==> config.mk <==
export PLATFORM = sky130hd
export DESIGN_NAME = mixer_biquad_lowpass_flat
export DESIGN_NICKNAME = d
export VERILOG_FILES = /design/src/sv/mbl_pkg.sv /design/src/sv/mbl_ifs.sv /design/src/sv/mbl_mac.sv /design/src/sv/mixer_biquad_lowpass.sv /design/src/flat_wrapper.sv
export VERILOG_INCLUDE_DIRS = /design/src /design/src/sv
export SDC_FILE = /design/constraint.sdc
export NUM_CORES = 2
export LEC_CHECK = 0
export BUFFER_PORTS_ARGS = -buffer_cell sky130_fd_sc_hd__buf_2
export CAP_MARGIN = 0
export CORE_ASPECT_RATIO = 0.6
export CORE_UTILIZATION = 35
export DETAILED_ROUTE_END_ITERATION = 6
export GPL_ROUTABILITY_DRIVEN = 0
export GPL_TIMING_DRIVEN = 1
export MAX_ROUTING_LAYER = met4
export SYNTH_ARGS = -nofsm -noshare
export SYNTH_HDL_FRONTEND = slang
export SYNTH_SLANG_ARGS = --single-unit
==> constraint.sdc <==
create_clock -name clk -period 7.8 [get_ports clk]
set_input_delay 0.78 -clock clk [delete_from_list [all_inputs] [get_ports clk]]
set_output_delay 0.78 -clock clk [all_outputs]
set_load 0.02 [all_outputs]
==> src/sv/assert_macros.svh <==
// Assertion macros for the RTL of the mixer biquad block.
// Define NO_ASSERTIONS to compile the checks out; no other dependencies.
`ifndef ASSERT_MACROS_SVH
`define ASSERT_MACROS_SVH

`ifndef NO_ASSERTIONS

// Same-cycle implication under an active-low reset.
`define ASSERT_IMPLIES(label, clk, rst_n, ante, cons) \
    label: assert property (@(posedge clk) disable iff (!rst_n) (ante) |-> (cons)) \
        else $error("%m: same-cycle check failed");

// Next-cycle implication under an active-low reset.
`define ASSERT_NEXT(label, clk, rst_n, ante, cons) \
    label: assert property (@(posedge clk) disable iff (!rst_n) (ante) |=> (cons)) \
        else $error("%m: next-cycle check failed");

`else

`define ASSERT_IMPLIES(label, clk, rst_n, ante, cons)
`define ASSERT_NEXT(label, clk, rst_n, ante, cons)

`endif

`endif

==> src/sv/mbl_pkg.sv <==
`timescale 1ns / 1ps
// Shared types for the mixer biquad block: accumulator opcodes, the control
// group of the multiply-accumulate unit and the register indexes. No dependencies.
package mbl_pkg;

    localparam int NUM_REGS = 5;

    typedef enum logic [1:0] {
        ACC_HOLD,
        ACC_LOAD,
        ACC_ADD,
        ACC_SUB
    } mbl_acc_op_t;

    typedef struct packed {
        logic        mul_en;
        mbl_acc_op_t acc_op;
    } mbl_mac_ctrl_t;

    typedef enum logic [2:0] {
        REG_B0 = 3'd0,
        REG_B1 = 3'd1,
        REG_B2 = 3'd2,
        REG_A1 = 3'd3,
        REG_A2 = 3'd4
    } mbl_reg_idx_t;

endpackage

==> src/sv/mbl_ifs.sv <==
`timescale 1ns / 1ps
// Valid/ready channel interfaces for the sample input and the result output.
// Standalone; widths follow the SAMPLE_WIDTH parameter.
interface mbl_in_if #(parameter int SAMPLE_WIDTH = 16);
    logic                           valid;
    logic                           ready;
    logic signed [SAMPLE_WIDTH-1:0] signal_sample;
    logic signed [SAMPLE_WIDTH-1:0] reference_sample;

    modport source (output valid, output signal_sample, output reference_sample,
                    input ready);
    modport sink   (input valid, input signal_sample, input reference_sample,
                    output ready);
endinterface

interface mbl_out_if #(parameter int SAMPLE_WIDTH = 16);
    logic                           valid;
    logic                           ready;
    logic signed [SAMPLE_WIDTH-1:0] mixed_product;
    logic signed [SAMPLE_WIDTH-1:0] filtered_sample;

    modport source (output valid, output mixed_product, output filtered_sample,
                    input ready);
    modport sink   (input valid, input mixed_product, input filtered_sample,
                    output ready);
endinterface

==> src/sv/mbl_mac.sv <==
`timescale 1ns / 1ps
// Shared signed multiplier with a registered product and a wrapping accumulator.
// Depends on mbl_pkg for the control group and accumulator opcodes.
module mbl_mac
    import mbl_pkg::*;
#(
    parameter int OPA_W   = 32,
    parameter int OPB_W   = 16,
    parameter int ACC_W   = 51,
    parameter int RND_POS = 28
)
(
    input  logic                            clk,
    input  mbl_mac_ctrl_t                   ctrl,
    input  logic signed [OPA_W-1:0]         opa,
    input  logic signed [OPB_W-1:0]         opb,
    output logic signed [OPA_W+OPB_W-1:0]   mul_q,
    output logic signed [ACC_W-1:0]         acc_q
);

    localparam int PROD_W = OPA_W + OPB_W;
    localparam int EXT_W  = (PROD_W > ACC_W) ? PROD_W : ACC_W;
    localparam logic [ACC_W-1:0] BIAS = ACC_W'(1) << RND_POS;

    logic signed [PROD_W-1:0] mul_reg;
    logic signed [ACC_W-1:0]  acc_reg;
    logic signed [ACC_W-1:0]  acc_next;
    logic signed [EXT_W-1:0]  mul_ext;
    logic signed [ACC_W-1:0]  mul_term;

    assign mul_ext  = EXT_W'(mul_reg);
    assign mul_term = signed'(mul_ext[ACC_W-1:0]);

    always_comb
    begin
        case (ctrl.acc_op)
            ACC_LOAD: acc_next = signed'(BIAS) + mul_term;
            ACC_ADD:  acc_next = acc_reg + mul_term;
            ACC_SUB:  acc_next = acc_reg - mul_term;
            default:  acc_next = acc_reg;
        endcase
    end

    always_ff @(posedge clk)
    begin
        if (ctrl.mul_en)
        begin
            mul_reg <= opa * opb;
        end
        acc_reg <= acc_next;
    end

    assign mul_q = mul_reg;
    assign acc_q = acc_reg;

endmodule

==> src/sv/mixer_biquad_lowpass.sv <==
`timescale 1ns / 1ps
// Top level of the mixer biquad block: APB coefficient registers, sequencer
// and history. Depends on mbl_pkg, mbl_ifs, mbl_mac and assert_macros.svh.
//
// Usage:
// sample_ch (sink) takes one item of signal_sample and reference_sample; the
// two are multiplied, shifted down to Q15 and saturated, then run through a
// direct form I biquad whose five Q2.29 coefficients sit on the APB port
// (b0, b1, b2, a1, a2 at byte offsets 0, 4, 8, 12, 16; 8-byte stride when
// COEF_WIDTH exceeds 32). result_ch (source) returns mixed_product and
// filtered_sample, one item per input item.
// Timing: one shared multiplier runs six products per item (mix, b1, b2, a1,
// a2, b0) under an eight-state sequencer that steps from acceptance through
// S_SAT, S_B2, S_A1, S_A2, S_B0, S_ADD and S_OUT, where the result is
// registered; sample_ch.ready is high only while the sequencer is idle.
// The result sits in an output register, so the next item is accepted while
// the previous result waits. If result_ch is stalled when a new result is
// ready, the sequencer holds in its last state until the register frees.
// Reset clears the coefficients, the product and output history and the
// output valid flag. Write coefficients only while the block is idle.
module mixer_biquad_lowpass
    import mbl_pkg::*;
#(
    parameter int SAMPLE_WIDTH = 16,
    parameter int COEF_WIDTH   = 32
)
(
    input  logic                clk,
    input  logic                rst_n,
    mbl_in_if.sink              sample_ch,
    mbl_out_if.source           result_ch,
    input  logic                psel,
    input  logic                penable,
    input  logic                pwrite,
    input  logic [((COEF_WIDTH > 32) ? 3 : 2) + 2:0] paddr,
    input  logic [((COEF_WIDTH > 32) ? 64 : 32) - 1:0] pwdata,
    output logic [((COEF_WIDTH > 32) ? 64 : 32) - 1:0] prdata,
    output logic                pready
);

`include "assert_macros.svh"

    localparam int SW         = SAMPLE_WIDTH;
    localparam int CW         = COEF_WIDTH;
    localparam int DATA_W     = (CW > 32) ? 64 : 32;
    localparam int STRIDE_LOG = (CW > 32) ? 3 : 2;
    localparam int ADDR_W     = STRIDE_LOG + 3;
    localparam int OPA_W      = (CW > SW) ? CW : SW;
    localparam int PROD_W     = OPA_W + SW;
    localparam int COEF_FRAC  = CW - 3;
    localparam int ACC_FULL   = CW + SW + 3;
    localparam int ACC_W      = (ACC_FULL > 64) ? 64 : ACC_FULL;
    localparam int Y_W        = (ACC_W > COEF_FRAC + SW) ? ACC_W : COEF_FRAC + SW;

    typedef enum logic [2:0] {
        S_IDLE,
        S_SAT,
        S_B2,
        S_A1,
        S_A2,
        S_B0,
        S_ADD,
        S_OUT
    } state_t;

    // coefficient registers
    logic signed [CW-1:0] coef_b0_reg, coef_b1_reg, coef_b2_reg, coef_a1_reg, coef_a2_reg;
    logic                 cfg_wr;
    mbl_reg_idx_t         cfg_idx;

    // sequencer, history and output registers
    state_t               state_reg, state_next;
    logic signed [SW-1:0] p_reg, p_next;
    logic signed [SW-1:0] product_hist1_reg, product_hist1_next;
    logic signed [SW-1:0] product_hist2_reg, product_hist2_next;
    logic signed [SW-1:0] output_hist1_reg, output_hist1_next;
    logic signed [SW-1:0] output_hist2_reg, output_hist2_next;
    logic                 out_valid_reg, out_valid_next;
    logic signed [SW-1:0] out_mixed_reg, out_mixed_next;
    logic signed [SW-1:0] out_filt_reg, out_filt_next;
    logic                 out_load;
    logic                 accept;

    // shared unit
    mbl_mac_ctrl_t          mac_ctrl;
    logic signed [OPA_W-1:0]  opa;
    logic signed [SW-1:0]     opb;
    logic signed [PROD_W-1:0] mul_q;
    logic signed [ACC_W-1:0]  acc_q;

    // saturation
    logic signed [PROD_W-1:0] mix_sh;
    logic [PROD_W-SW:0]       mix_top;
    logic signed [SW-1:0]     p_sat;
    logic signed [Y_W-1:0]    acc_x;
    logic signed [Y_W-1:0]    y_sh;
    logic [Y_W-SW:0]          y_top;
    logic signed [SW-1:0]     y_sat;

    // ---------------------------------------------------------------- APB
    assign pready  = 1'b1;
    assign cfg_wr  = psel & penable & pwrite;
    assign cfg_idx = mbl_reg_idx_t'(paddr[ADDR_W-1:STRIDE_LOG]);

    always_ff @(posedge clk or negedge rst_n)
    begin
        if (!rst_n)
        begin
            coef_b0_reg <= '0;
            coef_b1_reg <= '0;
            coef_b2_reg <= '0;
            coef_a1_reg <= '0;
            coef_a2_reg <= '0;
        end
        else if (cfg_wr)
        begin
            unique case (cfg_idx)
                REG_B0:  coef_b0_reg <= signed'(pwdata[CW-1:0]);
                REG_B1:  coef_b1_reg <= signed'(pwdata[CW-1:0]);
                REG_B2:  coef_b2_reg <= signed'(pwdata[CW-1:0]);
                REG_A1:  coef_a1_reg <= signed'(pwdata[CW-1:0]);
                REG_A2:  coef_a2_reg <= signed'(pwdata[CW-1:0]);
                default: ;
            endcase
        end
    end

    always_comb
    begin
        unique case (cfg_idx)
            REG_B0:  prdata = DATA_W'(coef_b0_reg);
            REG_B1:  prdata = DATA_W'(coef_b1_reg);
            REG_B2:  prdata = DATA_W'(coef_b2_reg);
            REG_A1:  prdata = DATA_W'(coef_a1_reg);
            REG_A2:  prdata = DATA_W'(coef_a2_reg);
            default: prdata = '0;
        endcase
    end

    // ---------------------------------------------------------------- saturation
    assign mix_sh  = mul_q >>> (SW - 1);
    assign mix_top = mix_sh[PROD_W-1:SW-1];
    assign p_sat   = ((&mix_top) || !(|mix_top)) ? mix_sh[SW-1:0]
                   : {mix_sh[PROD_W-1], {(SW-1){~mix_sh[PROD_W-1]}}};

    assign acc_x = Y_W'(acc_q);
    assign y_sh  = acc_x >>> COEF_FRAC;
    assign y_top = y_sh[Y_W-1:SW-1];
    assign y_sat = ((&y_top) || !(|y_top)) ? y_sh[SW-1:0]
                 : {y_sh[Y_W-1], {(SW-1){~y_sh[Y_W-1]}}};

    // ---------------------------------------------------------------- sequencer
    assign accept = sample_ch.valid && sample_ch.ready;

    always_comb
    begin
        state_next         = state_reg;
        p_next             = p_reg;
        product_hist1_next = product_hist1_reg;
        product_hist2_next = product_hist2_reg;
        output_hist1_next  = output_hist1_reg;
        output_hist2_next  = output_hist2_reg;
        out_mixed_next     = out_mixed_reg;
        out_filt_next      = out_filt_reg;
        out_load           = 1'b0;
        mac_ctrl.mul_en    = 1'b1;
        mac_ctrl.acc_op    = ACC_HOLD;
        opa                = OPA_W'(sample_ch.signal_sample);
        opb                = sample_ch.reference_sample;

        unique case (state_reg)
            S_IDLE:
            begin
                mac_ctrl.mul_en = accept;
                if (accept)
                begin
                    state_next = S_SAT;
                end
            end
            S_SAT:
            begin
                p_next     = p_sat;
                opa        = OPA_W'(coef_b1_reg);
                opb        = product_hist1_reg;
                state_next = S_B2;
            end
            S_B2:
            begin
                opa             = OPA_W'(coef_b2_reg);
                opb             = product_hist2_reg;
                mac_ctrl.acc_op = ACC_LOAD;
                state_next      = S_A1;
            end
            S_A1:
            begin
                opa             = OPA_W'(coef_a1_reg);
                opb             = output_hist1_reg;
                mac_ctrl.acc_op = ACC_ADD;
                state_next      = S_A2;
            end
            S_A2:
            begin
                opa             = OPA_W'(coef_a2_reg);
                opb             = output_hist2_reg;
                mac_ctrl.acc_op = ACC_SUB;
                state_next      = S_B0;
            end
            S_B0:
            begin
                opa             = OPA_W'(coef_b0_reg);
                opb             = p_reg;
                mac_ctrl.acc_op = ACC_SUB;
                state_next      = S_ADD;
            end
            S_ADD:
            begin
                mac_ctrl.mul_en = 1'b0;
                mac_ctrl.acc_op = ACC_ADD;
                state_next      = S_OUT;
            end
            S_OUT:
            begin
                mac_ctrl.mul_en = 1'b0;
                // hold until the output register frees
                if (!out_valid_reg || result_ch.ready)
                begin
                    out_load           = 1'b1;
                    out_mixed_next     = p_reg;
                    out_filt_next      = y_sat;
                    product_hist2_next = product_hist1_reg;
                    product_hist1_next = p_reg;
                    output_hist2_next  = output_hist1_reg;
                    output_hist1_next  = y_sat;
                    state_next         = S_IDLE;
                end
            end
            default:
            begin
                state_next = S_IDLE;
            end
        endcase

        if (out_load)
        begin
            out_valid_next = 1'b1;
        end
        else if (result_ch.ready)
        begin
            out_valid_next = 1'b0;
        end
        else
        begin
            out_valid_next = out_valid_reg;
        end
    end

    always_ff @(posedge clk or negedge rst_n)
    begin
        if (!rst_n)
        begin
            state_reg         <= S_IDLE;
            out_valid_reg     <= 1'b0;
            product_hist1_reg <= '0;
            product_hist2_reg <= '0;
            output_hist1_reg  <= '0;
            output_hist2_reg  <= '0;
            p_reg             <= '0;
            out_mixed_reg     <= '0;
            out_filt_reg      <= '0;
        end
        else
        begin
            state_reg         <= state_next;
            out_valid_reg     <= out_valid_next;
            product_hist1_reg <= product_hist1_next;
            product_hist2_reg <= product_hist2_next;
            output_hist1_reg  <= output_hist1_next;
            output_hist2_reg  <= output_hist2_next;
            p_reg             <= p_next;
            out_mixed_reg     <= out_mixed_next;
            out_filt_reg      <= out_filt_next;
        end
    end

    mbl_mac #(
        .OPA_W   (OPA_W),
        .OPB_W   (SW),
        .ACC_W   (ACC_W),
        .RND_POS (COEF_FRAC - 1)
    ) u_mac (
        .clk   (clk),
        .ctrl  (mac_ctrl),
        .opa   (opa),
        .opb   (opb),
        .mul_q (mul_q),
        .acc_q (acc_q)
    );

    assign sample_ch.ready           = (state_reg == S_IDLE);
    assign result_ch.valid           = out_valid_reg;
    assign result_ch.mixed_product   = out_mixed_reg;
    assign result_ch.filtered_sample = out_filt_reg;

    // ---------------------------------------------------------------- checks
    `ASSERT_NEXT(a_accept_starts_seq, clk, rst_n, accept, state_reg == S_SAT)
    `ASSERT_NEXT(a_load_shows_result, clk, rst_n, out_load, result_ch.valid && state_reg == S_IDLE)
    `ASSERT_NEXT(a_hist_shift, clk, rst_n, out_load, product_hist2_reg == $past(product_hist1_reg) && output_hist1_reg == result_ch.filtered_sample)
    `ASSERT_NEXT(a_stall_holds_seq, clk, rst_n, state_reg == S_OUT && out_valid_reg && !result_ch.ready, state_reg == S_OUT)

endmodule

==> src/flat_wrapper.sv <==
// flat-port wrapper written by rule: the top's interface ports become plain ports
module mixer_biquad_lowpass_flat import mbl_pkg::*;
#(
    parameter int SAMPLE_WIDTH = 16,
    parameter int COEF_WIDTH   = 32
)
  (clk, rst_n, psel, penable, pwrite, paddr, pwdata, prdata, pready, sample_ch_valid, sample_ch_signal_sample, sample_ch_reference_sample, sample_ch_ready, result_ch_valid, result_ch_mixed_product, result_ch_filtered_sample, result_ch_ready);
  mbl_in_if #(.SAMPLE_WIDTH(SAMPLE_WIDTH)) sample_ch_i ();
  mbl_out_if #(.SAMPLE_WIDTH(SAMPLE_WIDTH)) result_ch_i ();
  input  logic clk;
  input  logic rst_n;
  input  logic psel;
  input  logic penable;
  input  logic pwrite;
  input  logic [((COEF_WIDTH > 32) ? 3 : 2) + 2:0] paddr;
  input  logic [((COEF_WIDTH > 32) ? 64 : 32) - 1:0] pwdata;
  output logic [((COEF_WIDTH > 32) ? 64 : 32) - 1:0] prdata;
  output logic pready;
  input wire logic [$bits(sample_ch_i.valid)-1:0] sample_ch_valid;
  input wire logic [$bits(sample_ch_i.signal_sample)-1:0] sample_ch_signal_sample;
  input wire logic [$bits(sample_ch_i.reference_sample)-1:0] sample_ch_reference_sample;
  output wire logic [$bits(sample_ch_i.ready)-1:0] sample_ch_ready;
  output wire logic [$bits(result_ch_i.valid)-1:0] result_ch_valid;
  output wire logic [$bits(result_ch_i.mixed_product)-1:0] result_ch_mixed_product;
  output wire logic [$bits(result_ch_i.filtered_sample)-1:0] result_ch_filtered_sample;
  input wire logic [$bits(result_ch_i.ready)-1:0] result_ch_ready;
  assign sample_ch_i.valid = sample_ch_valid;
  assign sample_ch_i.signal_sample = sample_ch_signal_sample;
  assign sample_ch_i.reference_sample = sample_ch_reference_sample;
  assign sample_ch_ready = sample_ch_i.ready;
  assign result_ch_valid = result_ch_i.valid;
  assign result_ch_mixed_product = result_ch_i.mixed_product;
  assign result_ch_filtered_sample = result_ch_i.filtered_sample;
  assign result_ch_i.ready = result_ch_ready;
  mixer_biquad_lowpass #(.SAMPLE_WIDTH(SAMPLE_WIDTH), .COEF_WIDTH(COEF_WIDTH)) u_core (.clk(clk), .rst_n(rst_n), .sample_ch(sample_ch_i), .result_ch(result_ch_i), .psel(psel), .penable(penable), .pwrite(pwrite), .paddr(paddr), .pwdata(pwdata), .prdata(prdata), .pready(pready));
endmodule
==> results.toml <==
[critical_path]
cp.arrival_ns = 7.99
crit_path_start = "u_core.state_reg[1]"
worstSetupEndpoint = "u_core.u_mac.mul_q[45]"
criticalPathCategory = "flop to flop"
path_max_fanout = 7
cp_data_required_time_ns = 8.11
slowest_delay_ns = 0.68
worst_r2r_endpoint = "u_core.u_mac.mul_q[45]"
rr_worst_depth = 32
cp_slowest_cell = "fa_2"
startpoint_type = "flop"
r2r_slack_ns = 0.13
timing.rr.start = "u_core.state_reg[1]"
cp-end-kind = "flop"
cpMostUsedCell = "inv_1"

[floorplan]
core_area_sq_mm = 0.106
die_w_um = 426
initial_core_util = 0.356
rows = 92
die_h_um = 257
pin_count = 143
die-area_sq_mm = 0.109

[cts]
htree_num_levels = 2
clockRootBuffer = "clkbuf_16"
cts_tree = "done"
cts_max_path_buffers = 3
cts_sinks = 343
cts.hold.buffers_added = 0
clk_pin_slew_ns = 0.07
cts_inserted_buffers = 35
insertion_delay_ns = 0.60

[route]
routed_wl_um = 129000
drt-pass1-iter-count = 6
ant_nets = 0
drtIter0Drc = 3563
via_per_inst = 5.31
num_vias = 31600
wl_per_cell_um = 21.7
route.detailed.drc = 0

[grt]
grt_max_degree = 148
grt_pass1_wl_um = 191000
overflow = 0
antenna_found_initial = 9
grt_pass1_vias = 30500
track_usage = 0.236

[yosys]
synth_nets = 4819
ys_warn_count = 0
synth_edf_count = 99
synth_area_leader_cell = "fa_1"
ys_top_cells_by_area = "fa_1 26%, dfrtp_1 16%, edfxtp_1 7.9%"
synthDominantCellAreaShare = 0.258
synth_ff_type = "dfrtp_1"
synthArstFlopShare = 0.711
ys_types = 81
ys_seq_area_frac = 0.240
netlist_area_sq_mm = 0.0378
synthCells = 4089
avgSynthCellArea_sq_um = 9.24
synth-seq-cells = 343

[sta]
setup_viol = 0
worst_slew_pin_slew_ns = 1.02
fmax_mhz = 130
fin_crit_ns = 7.67
slew_viol_final = 0
fin_setup_tns_ns = 0
finalHoldViolCount = 0
timing.final.crit_share = 0.983
skew_ns = 0.0290
setup_slack_ns = 0.129
slew_headroom = 0.321
rsz0062_at_grt = "yes"

[final_layout]
largest_reg_flops = 51
areaGrowthSynthToFinish_pct = 20.9
final.fill_count = 10200
layout-drive-gt1-share = 0.223
final_common_cell = "inv_1"
final_cell_mix = "614 x inv_1, 474 x fa_1, 422 x nor2_1"
fin_util = 0.431
fin_area_sq_mm = 0.0457
nets = 5240

[worst_hold_path]
hold_path.class = "input pin to asynchronous set/reset pin"

[placement]
post_dp_cell_area_sq_mm = 0.0431
io_buffer_count = 139
dp_hpwl_um = 101000
place_ws_ns = -0.144

[status]
run_status = "completed"

[flow_run]
maxCapViolations = 0
[area by class of cell]
cell class                      instances  area (sq um)  share of cell area
Clock inverter                         15           126             0.00277
Multi-Input combinational cell       2919         26400               0.578
Tap cell                             1410          1760              0.0386
Timing Repair Buffer                  590          4980               0.109
Inverter                              621          2340              0.0513
Sequential cell                       343          9080               0.199
Antenna cell                            6          15.0            0.000329
Clock buffer                           46           968              0.0212
[through the flow]
stage | hold WS [ns] | cells
3_3_place_gp | 0.485 | 5828
5_1_grt | 0.274 | 5949
3_5_place_dp | 0.490 | 5828
2_1_floorplan | 0.474 | 4089
6_report | 0.212 | 5950
4_1_cts | 0.252 | 5890
[synthesized netlist by cell type (62+ instances only)]
| cell type | number |
|---|---|
| mux2i_1 | 63 |
| dfrtp_1 | 244 |
| a21o_1 | 62 |
| inv_1 | 619 |
| a21oi_1 | 254 |
| fa_1 | 487 |
| ha_1 | 167 |
| mux2_2 | 202 |
| nor2_1 | 438 |
| o21ai_0 | 157 |
| edfxtp_1 | 99 |
| xnor2_1 | 112 |
| nand2_1 | 412 |
| clkbuf_1 | 184 |
[per-layer routing]
metal | vias to the layer above | part of all wire | global-route usage
met5 | - | 0 | -
met4 | 0 | 0.019 | 0.0431
met3 | 131 | 0.13 | 0.0816
met2 | 1545 | 0.38 | 0.295
met1 | 15700 | 0.47 | 0.359
li1 | 14200 | - | -
[how the worst min path moves through the flow]
stage | depth (start not counted) | end | startpoint | slack, ns
after CTS | 1 | u_core.coef_b1_reg[19] | rst_n | 0.25
after floorplan | 1 | u_core.output_hist2_reg[14] | u_core.output_hist2_reg[14] | 0.47
after detailed placement | 1 | u_core.product_hist2_reg[14] | u_core.product_hist2_reg[14] | 0.49
final | 1 | u_core.coef_b0_reg[25] | rst_n | 0.21
after global routing | 1 | u_core.coef_b2_reg[26] | rst_n | 0.27
after global placement | 1 | u_core.product_hist2_reg[13] | u_core.product_hist2_reg[13] | 0.48
[logic make-up after synthesis]
| logic type | after synthesis | synth area share |
|---|---|---|
| compound gates | 765 | 0.128 |
| mux | 266 | 0.0775 |
| simple gates | 1076 | 0.122 |
| flops | 343 | 0.240 |
| fa+ha+maj | 654 | 0.313 |
| buf+inv | 828 | 0.0824 |
| xor+xnor | 156 | 0.0362 |
| other cells | 1 | 0.0000992 |
[critical path, delay by kind of cell, from the launching register on]
kind	cells	cell delay, ns
buffers and inverters	13	1.52
AO/OA/AOI/OAI	5	0.62
XOR/XNOR	1	0.14
AND/OR/NAND/NOR	5	0.67
flip-flops	1	0.54
multiplexers	1	0.10
adder cells (fa/ha/maj)	7	3.78
[repair_timing]
action / 4_1_cts / 5_1_grt
gates cloned: 0 / 11
buffers inserted: 1 / 43
endpoints found under the setup margin: 12 / 22
pin swaps: 2 / 53
resized for setup: 13 / 176
Power is not shown: default switching activity piles up to over one toggle a cycle in this logic, so the estimate is an artifact.
